$ cat src/bbge_pkg.sv
// ----------------------------------------------------------------------------
// bbge_pkg
// Shared types and constants of the three-state cell grid engine.
// ----------------------------------------------------------------------------
`default_nettype none

package bbge_pkg;

    // cell states
    localparam logic [1:0] CELL_OFF   = 2'd0;
    localparam logic [1:0] CELL_ON    = 2'd1;
    localparam logic [1:0] CELL_DYING = 2'd2;
    localparam logic [1:0] CELL_BAD   = 2'd3;

    // item selectors
    typedef enum logic [1:0] {
        ACT_WRITE = 2'd0,
        ACT_RUN   = 2'd1,
        ACT_READ  = 2'd2
    } t_action_e;

    // configuration register indexes
    localparam logic [1:0] REG_WIDTH  = 2'd0;
    localparam logic [1:0] REG_HEIGHT = 2'd1;
    localparam logic [1:0] REG_GENS   = 2'd2;

    // result status codes
    localparam logic STATUS_OK    = 1'b0;
    localparam logic STATUS_RANGE = 1'b1;

    // which sides of the center cell lie inside the active area
    typedef struct packed {
        logic up;
        logic down;
        logic left;
        logic right;
    } t_nbr_mask;

endpackage

`default_nettype wire

$ cat src/bbge_rule.sv
// ----------------------------------------------------------------------------
// bbge_rule
// Next-state rule for one cell from its 3x3 window.
// ----------------------------------------------------------------------------
`default_nettype none

module bbge_rule (
    input  wire logic            [1:0] i_cur,
    // neighbors: nw, n, ne, w, e, sw, s, se
    input  wire logic       [7:0][1:0] i_nbr,
    input  wire bbge_pkg::t_nbr_mask   i_mask,
    output logic                 [1:0] o_nxt
);

    import bbge_pkg::*;

    logic [7:0] w_valid;
    logic [3:0] w_on_cnt;

    // neighbor validity from the sides in range
    assign w_valid = {i_mask.down & i_mask.right, i_mask.down, i_mask.down & i_mask.left,
                      i_mask.right, i_mask.left,
                      i_mask.up & i_mask.right, i_mask.up, i_mask.up & i_mask.left};

    // count live neighbors
    always_comb begin
        w_on_cnt = 4'd0;
        for (int i = 0; i < 8; i++) begin
            w_on_cnt = w_on_cnt + {3'b000, (w_valid[i] && (i_nbr[i] == CELL_ON))};
        end
    end

    // on goes dying, dying goes off, off turns on with exactly two live neighbors
    always_comb begin
        unique case (i_cur)
            CELL_ON:    o_nxt = CELL_DYING;
            CELL_DYING: o_nxt = CELL_OFF;
            default:    o_nxt = (w_on_cnt == 4'd2) ? CELL_ON : CELL_OFF;
        endcase
    end

endmodule

`default_nettype wire
$ cat config.mk
export PLATFORM = sky130hd
export DESIGN_NAME = bbge_rule
export DESIGN_NICKNAME = d
export VERILOG_FILES = /design/src/bbge_pkg.sv /design/src/bbge_rule.sv
export SDC_FILE = /design/constraint.sdc
export NUM_CORES = 1
export LEC_CHECK = 0
export ABC_CLOCK_PERIOD_IN_PS = 4600
export BUFFER_PORTS_ARGS = -buffer_cell sky130_fd_sc_hd__buf_2
export CAP_MARGIN = 20
export CORE_AREA = 2 2 39 41
export DETAILED_ROUTE_END_ITERATION = 8
export DIE_AREA = 0 0 41 43
export PLACE_DENSITY = 0.56
export SLEW_MARGIN = 5
export SYNTH_ARGS = -nofsm -noshare
export SYNTH_HDL_FRONTEND = slang
export SYNTH_SLANG_ARGS = --single-unit
$ cat constraint.sdc
create_clock -name vclk -period 4.6
set_input_delay 0.46 -clock vclk [all_inputs]
set_output_delay 0.46 -clock vclk [all_outputs]
set_load 0.005 [all_outputs]
==> After elaboration in Yosys (flattened, before gate mapping) <==
Cells that the tools add are included.
{ "word_totals": {"reg_bits": 0, "input_bits": 22, "out_inout_bits": 2} }
{ "classes": {"add_sub_neg": 7, "n_eq_ne": 11, "n_mux": 2, "bitwise_logic": 4, "n_reduce_logical": 8} }
{ "op_table": {"columns": ["operator", "n"], "rows": [
  ["$eq 2x1->1 const B", 9],
  ["$add 4x1->4", 4],
  ["$logic_and 1x1->1", 8],
  ["$add 3x1->4", 1],
  ["$and 1x1->1", 4],
  ["$eq 4x2->1 const B", 1],
  ["$pmux 2 s2", 1],
  ["$add 2x1->3", 1],
  ["$add 1x1->2", 1],
  ["$eq 2x2->1 const B", 1],
  ["$mux 1", 1]
]} }

==> Longest topological paths before layout <==
{ "logic_depth": {"depth_word": 12, "mapped_depth": 10, "mapped_depth_nobuf": 10} }

==> Least setup slack after synthesis <==
OpenSTA, ideal clock, no wires.
{ "synth_timing": {"kind": "in2out", "startpoint": "in i_mask[3] (netlist name)", "endpoint": "out o_nxt[0]", "t_arrival_ns": 3.295, "required_time_ns": 4.140, "setup_slack_ns": 0.845, "path_stages": 10, "cell_sequence": "and4b_1 -> fa_1 -> inv_1 -> fa_1 -> inv_1 -> fa_1 -> ha_1 -> fa_1 -> or2_1 -> a211oi_2"} }
{ "synth_between": {"elab_chain_len": 12, "word_cells_on_any_way": 15, "cone_classes": "add/sub: 7; eq/ne: 1; mux: 2; bitwise: 2; reduce/logical: 3"} }
{ "synth_lines": {"columns": ["item", "line_no", "source"], "rows": [
  ["from (decl)", "bbge_rule.sv:11", "input wire bbge_pkg::t_nbr_mask i_mask,"],
  ["$and 1x1->1", "bbge_rule.sv:23", "i_mask.up & i_mask.right, i_mask.up, i_mask.up & i_mask.left};"],
  ["$logic_and 1x1->1", "bbge_rule.sv:29", "w_on_cnt = w_on_cnt + {3'b000, (w_valid[i] && (i_nbr[i] == CELL_ON))};"],
  ["$add 1x1->2", "bbge_rule.sv:29", null],
  ["$add 2x1->3 (*)", "bbge_rule.sv:29", null],
  ["$add 3x1->4 (*)", "bbge_rule.sv:29", null],
  ["$add 4x1->4 (*) (4 in series)", "bbge_rule.sv:29", null],
  ["$eq 4x2->1 (*)", "bbge_rule.sv:38", "default: o_nxt = (w_on_cnt == 4'd2) ? CELL_ON : CELL_OFF;"],
  ["$mux 1 (*)", "bbge_rule.sv:38", null],
  ["$pmux 2 s2 (*)", "bbge_rule.sv:35", "unique case (i_cur)"],
  ["to (decl)", "bbge_rule.sv:12", "output logic [1:0] o_nxt"]
]} }
Mark *: on every way between the ends. The rest lies on a longest branch, timed or not.

==> Worst setup path in the final report <==
Ends and elaborated chain as after synthesis.

==> metrics.yaml <==
floorplan:
  die_x_um: 41
  start_util_pct: 18.0
  core-area_mm2: 0.00138
  dieHeight_um: 43
  dieArea_mm2: 0.00176
  pin_count: 24
  std_cell_rows: 14
pwr:
  p_int_uw: 14.2
  vdd_drop_max_mv: 0.0184
  p_sw_share_pct: 44.1
  p_switching_uw: 11.2
  power.density_mw_per_mm2: 65.4
  seqPwrFrac_pct: 0
  clock_power_share_pct: 0
  p_comb_share_pct: 100.0
  leakagePower_nw: 0.244
critical_path:
  cp_data_arrival_time_ps: 3590
  cp_max_fo: 3
  crit_required_ps: 4140
  cp-end-kind: "output pin"
  crit_type: "primary input to output pin"
  worst_setup_path_start_kind: "primary input"
timing:
  rsz0062_at_grt: "no"
  worst_pin_slew_ps: 141
  setup_viol: 0
  slew_viol_final: 0
  fin_setup_tns_ps: 0
  fmax_mhz: 247
  hold_viol: 0
  layout_worst_path_cycle_share_pct: 88.0
  relSlewSlack_pct: 90.6
  min_period_ps: 4050
global_routing:
  grt_start_max_net_pins: 4
  grt_pass1_vias: 281
  antenna_found_initial: 0
  groute.usage.overall_pct: 7.04
  grt_pass1_wl_um: 931
  grt-ovfl-total: 0
cells_and_area:
  final_area_um2: 389
  fillCellCount: 159
  synthToLayoutAreaGrowth_pct: 56.3
  diodes: 0
  nClkBuffers: 0
  register_area_um2: 0
  drive_above_1_share_pct: 50.0
  multiInputGateArea_um2: 234
  seq_cell_count: 0
  nets: 82
routing:
  firstDrtPassIters: 2
  drc: 0
  via_per_inst: 4.24
  drtAntennaViolNets: 0
  top_layer: "met3"
  drt_iter0_drc: 1
  vias: 280
  wirelength_um: 572
  dr_wl_met3_um: 56
  routedWlPerCell_um: 8.67
  met2_length_um: 309
  wl_met1_um: 206
hold_path:
  worstHoldPathType: "primary input to output pin"
yosys:
  synth_area_leaders: "fa_1 32%, ha_1 20%, and4b_1 12%"
  synth_top_area_share_pct: 32.2
  synth_nets: 56
  syn_area_um2: 249
  yosys_warnings: 0
  ys_types: 13
  ys_seq_area_share_pct: 0
  syn_avg_cell_area_um2: 9.58
  yosys.area.top_type: "fa_1"
  syn_inst: 26
place:
  dpl_cell_area_um2: 389
  dp_hpwl_um: 577
  gp_congestion: 0.652
  io_buffer_count: 24
status:
  outcome: "finished clean"
clock_network:
  ctsHoldBuffers: 0
  post_cts_buffers: 0
  cts_resized: 0
run:
  drv_cap: 0
-- final timing paths --
check	start	to	slack [ps]	cells past startpoint
worst max-delay path	i_mask[3]	o_nxt[0]	550	12
worst min-delay path	i_cur[0]	o_nxt[1]	1230	3
-- routing by layer --
layer | vias to the layer above | GRT usage (%)
met2 | 10 | 14.7
met3 | 0 | 0
met5 | - | 0
met4 | 0 | 0
met1 | 129 | 7.42
li1 | 141 | -
-- power groups by stage --
stage          logic [mW]  registers, mW  clock network [mW]
2_1_floorplan      0.0131              0                   0
3_3_place_gp       0.0258              0                   0
3_5_place_dp       0.0262              0                   0
4_1_cts            0.0266              0                   0
5_1_grt            0.0291              0                   0
6_report           0.0254              0                   0
-- cell type report --
type | instances | share of cell area (%)
Multi-Input combinational cell | 22 | 60.1
Timing Repair Buffer | 24 | 30.9
Tap cell | 16 | 5.14
Inverter | 4 | 3.86
-- synthesized netlist by cell type --
library cell / n
a211oi_2: 1
a21oi_1: 1
and3b_1: 2
and4b_1: 3
fa_1: 4
ha_1: 4
inv_1: 4
nand2_1: 2
nand3_1: 1
nand3b_1: 1
nand4b_1: 1
nor2_1: 1
or2_1: 1
-- through the flow --
stage | total power [mW] | std cells | util, % | setup WS (ps) | hold WS [ps]
floorplan | 0.0131 | 26 | - | 845 | 1060
global placement | 0.0258 | 66 | 28.1 | 549 | 1220
detailed placement | 0.0262 | 66 | 28.1 | 548 | 1230
CTS | 0.0266 | 66 | 28.1 | 531 | 1230
global route | 0.0291 | 66 | 28.1 | 428 | 1240
finish | 0.0254 | 66 | 28.1 | 552 | 1230
-- critical path, cell delays in order --
cell	delay [ps]
buf_2	110
and4b_1	210
fa_1	530
inv_1	50
fa_1	520
inv_1	60
fa_1	480
ha_1	230
fa_1	380
or2_1	250
a211oi_2	170
buf_2	140
-- cell usage in the layout (no fill, tap or decap) --
| cell | count |
|---|---|
| buf_2 | 24 |
| nand2_1 | 2 |
| nand3_1 | 1 |
| and4b_1 | 3 |
| a211oi_2 | 1 |
| a21oi_1 | 1 |
| nor2_1 | 1 |
| inv_1 | 4 |
| fa_1 | 4 |
| or2_1 | 1 |
| nand3b_1 | 1 |
| and3b_1 | 2 |
| ha_1 | 4 |
| nand4b_1 | 1 |
-- cells by family (layout without fill, tap and decap cells) --
kind of cell / after synthesis / count (layout) / synth area share [%]
AND/OR/NAND/NOR: 12 / 12 / 34.7
adder cells (fa/ha/maj): 8 / 8 / 52.3
buffers and inverters: 4 / 28 / 6.03
AO/OA/AOI/OAI: 2 / 2 / 7.03
No activity file was read; power rests on OpenSTA's default activity.
